$ cat config.mk
export PLATFORM = sky130hd
export DESIGN_NAME = longest_alnum_word_tracker
export DESIGN_NICKNAME = d
export VERILOG_FILES = /design/src/hw/rtl/lawt_pkg.sv /design/src/hw/rtl/longest_alnum_word_tracker.sv
export SDC_FILE = /design/constraint.sdc
export NUM_CORES = 1
export LEC_CHECK = 0
export ABC_AREA = 1
export BUFFER_PORTS_ARGS = -buffer_cell sky130_fd_sc_hd__buf_2
export CAP_MARGIN = 10
export CORE_MARGIN = 8
export CORE_UTILIZATION = 50
export CTS_BUF_LIST = sky130_fd_sc_hd__clkbuf_8
export DETAILED_ROUTE_END_ITERATION = 7
export PLACE_DENSITY = 0.65
export SYNTH_ARGS = -nofsm -noshare
export SYNTH_HDL_FRONTEND = slang
export SYNTH_SLANG_ARGS = --single-unit
$ cat constraint.sdc
create_clock -name clk -period 2.7 [get_ports clk]
set_clock_uncertainty 0.15 [all_clocks]
set_input_delay 0.405 -clock clk [delete_from_list [all_inputs] [get_ports clk]]
set_output_delay 0.405 -clock clk [all_outputs]
set_load 0.03 [all_outputs]
$ cat src/hw/rtl/lawt_pkg.sv
package lawt_pkg;

  localparam int unsigned MODE_W = 2;
  localparam int unsigned BYTE_W = 8;
  localparam int unsigned LEN_W = 16;

  localparam logic [MODE_W-1:0] MODE_TEXT  = 2'd0;
  localparam logic [MODE_W-1:0] MODE_ROW   = 2'd1;
  localparam logic [MODE_W-1:0] MODE_CLEAR = 2'd2;
  localparam logic [MODE_W-1:0] MODE_READ  = 2'd3;

  localparam logic [LEN_W-1:0] LEN_MAX = 16'hFFFF;

  // out_tdata: out_byte, word_length, truncated, padded to whole bytes
  localparam int unsigned OUT_DATA_W = 32;

  typedef logic [LEN_W-1:0] len_t;

  // ascii digits and letters, c locale
  function automatic logic is_word_char(input logic [BYTE_W-1:0] c);
    logic digit;
    logic upper;
    logic lower;
    digit = (c >= 8'h30) && (c <= 8'h39);
    upper = (c >= 8'h41) && (c <= 8'h5A);
    lower = (c >= 8'h61) && (c <= 8'h7A);
    return digit || upper || lower;
  endfunction

endpackage

$ cat src/hw/rtl/longest_alnum_word_tracker.sv
// text, end-of-row and clear beats: one per cycle, back to back while in_tready is high, no result
// read beat: one result per stored byte (or a single null result), each byte passed through
// the memory read port and output register; a new read waits for the last one and a free output
// in_tready is low from the read beat until its last memory read or its null result is issued
// reset clears best length, run length, bank select and handshake state;
// the word memory is not cleared and needs no clearing pass
module longest_alnum_word_tracker
  import lawt_pkg::*;
#(
  parameter int unsigned MAX_WORD = 64
) (
  input  logic                  clk,
  input  logic                  rst_n,
  input  logic                  in_tvalid,
  output logic                  in_tready,
  input  logic [7:0]            in_tdata,   // data_byte[7:0]
  input  logic [1:0]            in_tuser,   // mode[1:0]
  output logic                  out_tvalid,
  input  logic                  out_tready,
  output logic [OUT_DATA_W-1:0] out_tdata,  // out_byte[7:0], word_length[23:8], truncated[24]
  output logic [0:0]            out_tuser,  // is_null[0]
  output logic                  out_tlast
);

  localparam int unsigned DEPTH = 2 * MAX_WORD;
  localparam int unsigned AW = (DEPTH > 1) ? $clog2(DEPTH) : 1;
  localparam int unsigned KW = $clog2(MAX_WORD + 1);

  localparam logic ST_IDLE = 1'b0;
  localparam logic ST_READ = 1'b1;

  logic              state_r, state_nxt;
  logic              best_bank_r, best_bank_nxt;
  len_t              best_len_r, best_len_nxt;
  len_t              run_len_r, run_len_nxt;
  logic [KW-1:0]     rd_cnt_r, rd_cnt_nxt;
  logic              rd_pend_r, rd_pend_nxt;
  logic              rd_last_r, rd_last_nxt;

  logic [BYTE_W-1:0] word_mem_r [DEPTH];
  logic [BYTE_W-1:0] rd_data_r;

  logic              out_valid_r;
  logic [BYTE_W-1:0] out_byte_r;
  len_t              out_len_r;
  logic              out_null_r;
  logic              out_trunc_r;
  logic              out_last_r;

  logic              in_acc;
  logic [MODE_W-1:0] in_mode;
  logic [BYTE_W-1:0] in_byte;
  logic              wr_en;
  logic [AW-1:0]     wr_addr;
  logic              rd_en;
  logic [AW-1:0]     rd_addr;
  logic              issue_ok;
  logic              null_load;
  logic [KW-1:0]     rd_count;
  logic              rd_is_last;
  logic              best_trunc;
  logic [AW-1:0]     best_base;
  logic [AW-1:0]     run_base;
  logic              run_done;

  assign in_tready = (state_r == ST_IDLE);
  assign in_acc = in_tvalid && in_tready;
  assign in_mode = in_tuser;
  assign in_byte = in_tdata;

  assign best_base = best_bank_r ? AW'(MAX_WORD) : '0;
  assign run_base = best_bank_r ? '0 : AW'(MAX_WORD);
  assign wr_addr = run_base + AW'(run_len_r);
  assign rd_addr = best_base + AW'(rd_cnt_r);

  assign rd_count = (best_len_r < len_t'(MAX_WORD)) ? KW'(best_len_r) : KW'(MAX_WORD);
  assign rd_is_last = ((rd_cnt_r + KW'(1)) == rd_count);
  assign best_trunc = (best_len_r > len_t'(MAX_WORD));
  assign run_done = (run_len_r > best_len_r);

  // only issue a read when the output register is free by the time data lands
  assign issue_ok = (state_r == ST_READ) && !rd_pend_r && (!out_valid_r || out_tready);
  assign null_load = issue_ok && (best_len_r == '0);

  always_comb begin
    state_nxt = state_r;
    best_bank_nxt = best_bank_r;
    best_len_nxt = best_len_r;
    run_len_nxt = run_len_r;
    rd_cnt_nxt = rd_cnt_r;
    rd_pend_nxt = 1'b0;
    rd_last_nxt = rd_last_r;
    wr_en = 1'b0;
    rd_en = 1'b0;

    if (in_acc) begin
      case (in_mode)
        MODE_TEXT: begin
          if (is_word_char(in_byte)) begin
            wr_en = (run_len_r < len_t'(MAX_WORD));
            if (run_len_r != LEN_MAX) begin
              run_len_nxt = run_len_r + len_t'(1);
            end
          end else if (run_len_r != '0) begin
            if (run_done) begin
              best_len_nxt = run_len_r;
              best_bank_nxt = ~best_bank_r;
            end
            run_len_nxt = '0;
          end
        end
        MODE_ROW: begin
          if (run_len_r != '0) begin
            if (run_done) begin
              best_len_nxt = run_len_r;
              best_bank_nxt = ~best_bank_r;
            end
            run_len_nxt = '0;
          end
        end
        MODE_CLEAR: begin
          best_len_nxt = '0;
          run_len_nxt = '0;
        end
        MODE_READ: begin
          state_nxt = ST_READ;
          rd_cnt_nxt = '0;
        end
        default: begin
          state_nxt = state_r;
        end
      endcase
    end

    if (issue_ok) begin
      if (null_load) begin
        state_nxt = ST_IDLE;
      end else begin
        rd_en = 1'b1;
        rd_pend_nxt = 1'b1;
        rd_last_nxt = rd_is_last;
        rd_cnt_nxt = rd_cnt_r + KW'(1);
        if (rd_is_last) begin
          state_nxt = ST_IDLE;
        end
      end
    end
  end

  always_ff @(posedge clk) begin
    if (!rst_n) begin
      state_r <= ST_IDLE;
      best_bank_r <= 1'b0;
      best_len_r <= '0;
      run_len_r <= '0;
      rd_cnt_r <= '0;
      rd_pend_r <= 1'b0;
      rd_last_r <= 1'b0;
    end else begin
      state_r <= state_nxt;
      best_bank_r <= best_bank_nxt;
      best_len_r <= best_len_nxt;
      run_len_r <= run_len_nxt;
      rd_cnt_r <= rd_cnt_nxt;
      rd_pend_r <= rd_pend_nxt;
      rd_last_r <= rd_last_nxt;
    end
  end

  // word memory, one write and one registered read port
  always_ff @(posedge clk) begin
    if (wr_en) begin
      word_mem_r[wr_addr] <= in_byte;
    end
    if (rd_en) begin
      rd_data_r <= word_mem_r[rd_addr];
    end
  end

  always_ff @(posedge clk) begin
    if (!rst_n) begin
      out_valid_r <= 1'b0;
    end else if (rd_pend_r || null_load) begin
      out_valid_r <= 1'b1;
    end else if (out_tready) begin
      out_valid_r <= 1'b0;
    end
  end

  always_ff @(posedge clk) begin
    if (rd_pend_r) begin
      out_byte_r <= rd_data_r;
      out_len_r <= best_len_r;
      out_null_r <= 1'b0;
      out_trunc_r <= best_trunc;
      out_last_r <= rd_last_r;
    end else if (null_load) begin
      out_byte_r <= '0;
      out_len_r <= '0;
      out_null_r <= 1'b1;
      out_trunc_r <= 1'b0;
      out_last_r <= 1'b1;
    end
  end

  assign out_tvalid = out_valid_r;
  assign out_tdata = {7'd0, out_trunc_r, out_len_r, out_byte_r};
  assign out_tuser = out_null_r;
  assign out_tlast = out_last_r;

  // read data never lands on a result that is still waiting
  a_no_overwrite: assert property (@(posedge clk) disable iff (!rst_n)
    rd_pend_r |-> !out_valid_r)
    else $error("memory read data would overwrite a pending result");

  // best word cannot move while it is being walked
  a_best_stable: assert property (@(posedge clk) disable iff (!rst_n)
    (state_r == ST_READ) |=> $stable(best_len_r) && $stable(best_bank_r))
    else $error("best word changed during readout");

  // a null result is a lone, all-zero last beat
  a_null_form: assert property (@(posedge clk) disable iff (!rst_n)
    (out_valid_r && out_null_r) |-> out_last_r && (out_len_r == '0) && !out_trunc_r)
    else $error("malformed null result");

  // a read only starts from idle and the run in progress survives it
  a_run_kept: assert property (@(posedge clk) disable iff (!rst_n)
    (state_r == ST_READ) |=> $stable(run_len_r))
    else $error("word in progress changed during readout");

endmodule
# [Word level (Yosys, flattened, before mapping)]
# Memories as Yosys holds them, arrays and structs flattened. A register that Yosys moved wholly into a read port is not among the register bits.
# Cells that the tools add are included.
[classes] n_eq_ne=7 div=0 mul=0 n_addsub=4 n_shift=0 bitwise_logic=3 reduce_logical=24 magnitude_cmp=10 muxes=41
[op_table] cell="$mux 16" n=8
[op_table] cell="$pmux 16 s3" n=2
[op_table] cell="$mux 7" n=7
[op_table] cell="$lt 16x7->1 const B" n=2
[op_table] cell="$mux 1" n=21
[op_table] cell="$add 16x1->16 const B" n=1
[op_table] cell="$ge 8x7->1 const B" n=2
[op_table] cell="$gt 16x16->1" n=1
[op_table] cell="$gt 16x7->1 const B" n=1
[op_table] cell="$le 8x7->1 const B" n=2
[op_table] cell="$logic_not 16->1" n=1
[op_table] cell="$mux 8" n=2
[op_table] cell="$ne 16x16->1 const B" n=1
[op_table] cell="$reduce_bool 16->1" n=1
[op_table] cell="$add 7x7->7" n=2
[op_table] cell="$reduce_and 3->1" n=3
[op_table] cell="$ge 8x6->1 const B" n=1
[op_table] cell="$le 8x6->1 const B" n=1
[op_table] cell="$add 7x1->7 const B" n=1
[op_table] cell="$eq 7x7->1" n=1
[op_table] cell="$logic_and 1x1->1" n=7
[op_table] cell="$reduce_bool 2->1" n=3
[op_table] cell="$eq 2x2->1 const B" n=2
[op_table] cell="$logic_or 1x1->1" n=4
[op_table] cell="other kinds (9)" n=12
[word_totals] in_bits=14 romBits=0 wordCells=103 register_bits=71 ram_bits=1024 n_memories=1 latchBits=0
[mem_list] memory="word_mem_r" words=128 width=8 rd=1 rd_clocked_by_memory_dff=1 wr=1 line_no="longest_alnum_word_tracker.sv:40" rtl="logic [BYTE_W-1:0] word_mem_r [DEPTH];"

# [Depth between registers and ports, before layout]
[depth] word_depth=9 mapped_depth=17 ltp_nobuf=17

# [Least setup slack after synthesis]
# No wires, ideal clock.
[synth_path] path_type="input to register" from="in in_tdata[6]" to="mem word_mem_r[107][0], enable pin" setup_ns=0.370 slack_ns=0.321 required_time_ns=2.180 cell_stages=10 t_arrival_ns=1.858 path_cell_list="inv_1 -> a21o_1 -> a21oi_2 -> nand2_2 -> clkinv_2 -> nand3_4 -> nor2_4 -> nand3_2 -> buf_2 -> nor2_1"
[synth_between] elab_chain_len=9
[synth_lines] element="from (decl)" line_no="longest_alnum_word_tracker.sv:16" rtl="input logic [7:0] in_tdata,"
[synth_lines] element="$ge 8x6->1, or another cell as far along" line_no="lawt_pkg.sv:24" rtl="digit = (c >= 8'h30) && (c <= 8'h39);"
[synth_lines] element="$logic_and 1x1->1, on equally long branches" line_no="lawt_pkg.sv:24, lawt_pkg.sv:25"
[synth_lines] element="$logic_or 1x1->1" line_no="lawt_pkg.sv:27" rtl="return digit || upper || lower;"
[synth_lines] element="$logic_or 1x1->1 (*)" line_no="lawt_pkg.sv:27"
[synth_lines] element="$mux 1 (*)" line_no="longest_alnum_word_tracker.sv:99" rtl="if (is_word_char(in_byte)) begin"
[synth_lines] element="$mux 1 (*)" line_no="longest_alnum_word_tracker.sv:97" rtl="case (in_mode)"
[synth_lines] element="$mux 1 (*)" line_no="longest_alnum_word_tracker.sv:96" rtl="if (in_acc) begin"
[synth_lines] element="$mux 1 (*)" line_no="longest_alnum_word_tracker.sv:172" rtl="if (wr_en) begin"
[synth_lines] element="$mux 1 (implied by the code) (*)" line_no="longest_alnum_word_tracker.sv:173" rtl="word_mem_r[wr_addr] <= in_byte;"
[synth_lines] element="to (decl)" line_no="longest_alnum_word_tracker.sv:40"
# Every way passes the cells marked *; elsewhere a longest branch is shown, timed or not.

# [Worst setup path in the final report]
[layout_path] from="reg rd_cnt_r[0]" to="reg rd_data_r[5] (read register of word_mem_r) (data pin)"
[layout_between] elab_chain_len=1
[layout_lines] element="from (decl)" line_no="longest_alnum_word_tracker.sv:36" rtl="logic [KW-1:0] rd_cnt_r, rd_cnt_nxt;"
[layout_lines] element="from (signal assigned)" line_no="longest_alnum_word_tracker.sv:164" rtl="rd_cnt_r <= rd_cnt_nxt;"
[layout_lines] element="$add 7x7->7" line_no="longest_alnum_word_tracker.sv:74" rtl="assign rd_addr = best_base + AW'(rd_cnt_r);"
[layout_lines] element="to (decl)" line_no="longest_alnum_word_tracker.sv:41" rtl="logic [BYTE_W-1:0] rd_data_r;"
# Every way passes these cells.
# A chain may end at the register's enable or synchronous reset.

==> impl_metrics.toml <==
[worst_setup_path]
r2r_start = "rd_cnt_r[0]"
crit_type = "register to register"
worstPathArrival_ns = 3.10
cp_max_fo = 78
cp.required_ns = 3.14
rr_worst_depth = 10
end_kind = "register"
start_kind = "register"
crit_path_start = "rd_cnt_r[0]"

[cells_and_area]
final_common_cell = "nand2_1"
fin_nets = 4522
layout_common_cells = "nand2_1, edfxtp_1, nor2_1, nand3_1, buf_4"
seqCellArea_mm2 = 0.0327
multiInputGateArea_mm2 = 0.0121
area_growth_pct = 14.5
final_cells = 5868
layout-drive-gt1-share_pct = 12.8
fill_cells = 7694

[die]
die_width_um = 321
core_mm2 = 0.0918
fp-row-count = 111
initial_core_util_pct = 50.5
die_y_um = 321
io-pin-count = 50
fp.dieArea_mm2 = 0.103

[job]
max_cap_violations = 0

[sta]
drv_slew = 0
tns_ns = 0
finalWorstSetupSlack_ns = 0.0342
worst_slew_pin_slew_ns = 0.870
hold_violations = 0
maxSlewHeadroom_pct = 42.0
setup_viol = 0
period_share_pct = 98.7
fmax_mhz = 375
fin_crit_ns = 2.67

[routing]
via_per_inst = 5.50
drcViolationCount = 0
vias = 32300
drt-total-wl_um = 126000
postRouteAntennaNets = 0
post_drt_wl_per_cell_um = 21.5
dr.pass1.iters = 7
drtIter0Drc = 4017

[clock_tree]
clock_latency_ns = 0.85
htreeDepth = 4
clk_pin_slew_ns = 0.06
cts_num_sinks = 1103
cts-buffers-inserted = 177
cts_tree = "yes"
root_buffer = "clkbuf_8"
clk_path_buf_depth = 3

[global_route]
gr-total-overflow = 0
grt_pass1_wl_um = 188000
grt_pass1_vias = 31100
antenna_found_initial = 5
grt_max_degree = 129
grt_usage_pct = 23.9

[worst_hold_path]
hold_start = "in_tdata[6]"
holdPathStages = 2
hold_class = "input port to register"

[placed_design]
dp.cells = 5533
dp.final_hpwl_um = 73600
place.gp.congestion = 0.883
io_buffers = 42
place_ws_ns = -0.0544

[status]
outcome = "finished, final reports clean"

[synthesis]
synthCells = 4214
synth_area_mm2 = 0.0464
yosysSeqAreaShare_pct = 70.4
synth_cell_types = 41
synth.avg_cell_area_um2 = 11.0
ys_ff_latch = 1103
synth_warnings = 0

[power_and_ir_drop]
share_comb_of_total_power_pct = 9.5
p_int_mw = 26.6
clkPwrFrac_pct = 37.5
power.density_mw_per_mm2 = 674
p_sw_mw = 9.14
sw_frac_of_total_pct = 25.6
power.share.sequential_pct = 53.1
p_leak_nw = 19.8
peakVddDrop_uv = 500
## sequential cells by signal, summed over array words and instances (netlist names), 7 cells and up
register    count
rd_data_r       8
rd_cnt_r        7
out_len_r      16
word_mem_r   1024
best_len_r     16
run_len_r      16
out_byte_r      8
## path summary, 6_finish.rpt
path,endpoint,slack [ns]
max,rd_data_r[5],0.03
min,word_mem_r[110][6],0.06
max reg2reg,rd_data_r[5],0.03
min reg2reg,out_tuser,0.34
## critical path, cell delays in order (launching register included)
cell and delay [ns]:
dfxtp_4 0.51, inv_8 0.15, buf_12 0.22, o21ai_0 0.22, nand3_1 0.14, nand3_1 0.15
nand2_1 0.09, nand2_1 0.07, nand3_1 0.24, nor2_2 0.29, nor2_1 0.07
## power by group through the flow
| stage | Sequential (mW) | Clock [mW] | Combinational, mW |
|---|---|---|---|
| finish | 19.0 | 13.4 | 3.38 |
| global route | 19.0 | 14.4 | 3.73 |
| CTS | 19.0 | 13.6 | 3.30 |
| detailed placement | 19.3 | 0 | 3.28 |
| global placement | 19.3 | 0 | 3.26 |
| floorplan | 19.4 | 0 | 1.95 |
## layout make-up
| cell class | instances | share of cell area, % |
|---|---|---|
| clock buffer | 180 | 4.67 |
| timing repair buffer | 331 | 5.59 |
| antenna | 2 | 0.00943 |
| tap | 1243 | 2.93 |
| sequential | 1103 | 61.6 |
| clock inverter | 137 | 1.49 |
| inverter | 132 | 0.980 |
| multi-input combinational | 2740 | 22.8 |
## cells by family (layout without fill, tap and decap cells)
logic type,count (synthesis),in the layout,synth area share (%)
buffers and inverters,377,780,3.58
adders and majority gates,23,23,0.621
AOI/OAI and AO/OA,393,393,4.60
xor gates and xnor gates,12,12,0.227
other,1,9,0.00809
DFF,1103,1103,70.4
and+or+nand+nor,2305,2305,20.5
## Yosys cell counts
| master | count | area (um2) |
|---|---|---|
| nand2_1 | 1125 | 4220 |
| nand3_2 | 4 | 40.0 |
| clkbuf_1 | 80 | 300 |
| nor2_2 | 3 | 18.8 |
| buf_4 | 14 | 105 |
| xnor2_1 | 2 | 17.5 |
| o21ai_1 | 9 | 45.0 |
| clkinv_2 | 2 | 10.0 |
| o211ai_1 | 43 | 323 |
| o21ai_2 | 1 | 8.76 |
| o21ai_0 | 199 | 996 |
| buf_1 | 24 | 90.1 |
| dfxtp_1 | 45 | 901 |
| nand4_1 | 9 | 56.3 |
| nor4_1 | 1 | 6.26 |
| inv_2 | 5 | 18.8 |
| nor2_1 | 622 | 2330 |
| and3_1 | 1 | 6.26 |
| buf_6 | 5 | 56.3 |
| edfxtp_1 | 1058 | 31800 |
| nor2_4 | 2 | 22.5 |
| nand3_4 | 5 | 87.6 |
| ha_1 | 23 | 288 |
| nor3_1 | 8 | 40.0 |
| a21o_1 | 2 | 15.0 |
| nand3b_1 | 1 | 7.51 |
| xor2_1 | 10 | 87.6 |
| clkinv_1 | 4 | 15.0 |
| inv_1 | 121 | 454 |
| buf_2 | 122 | 611 |
| nor3_4 | 1 | 16.3 |
| a31oi_1 | 1 | 6.26 |
| nor3_2 | 2 | 20.0 |
| a21oi_2 | 2 | 17.5 |
| a21boi_0 | 16 | 120 |
| or2_2 | 8 | 50.1 |
| a21oi_1 | 120 | 601 |
| nand3_1 | 507 | 2540 |
| conb_1 | 1 | 3.75 |
| nor2_8 | 1 | 20.0 |
| nand2_2 | 5 | 31.3 |
## stage by stage
step	power, mW	hold WS [ns]	utilization (%)	instance area, um2
after CTS	35.9	0.0193	57.7	53000
after global placement	22.6	0.323	54.0	49600
after detailed placement	22.6	0.330	54.0	49600
final	35.8	0.0633	57.8	53100
after global routing	37.1	0.0542	57.8	53100
after floorplan	21.3	0.323	-	46400
## layer usage
layer	global-route usage (%)	wire, um	vias to the layer above
met5	0	8	-
met2	38.8	59800	1471
met4	8.10	3760	2
met3	4.26	10700	246
li1	-	-	15100
met1	32.7	51800	15500
## timing repair
| action | 4_1_cts | 5_1_grt |
|---|---|---|
| endpoints found under the hold margin | 44 | 0 |
| endpoints found under the setup margin | 2 | 23 |
| setup buffers | 0 | 3 |
| resized for setup | 2 | 18 |
| hold buffers | 11 | 0 |
| cloned | 0 | 2 |
Note: power is estimated with default switching activity, not from simulation.
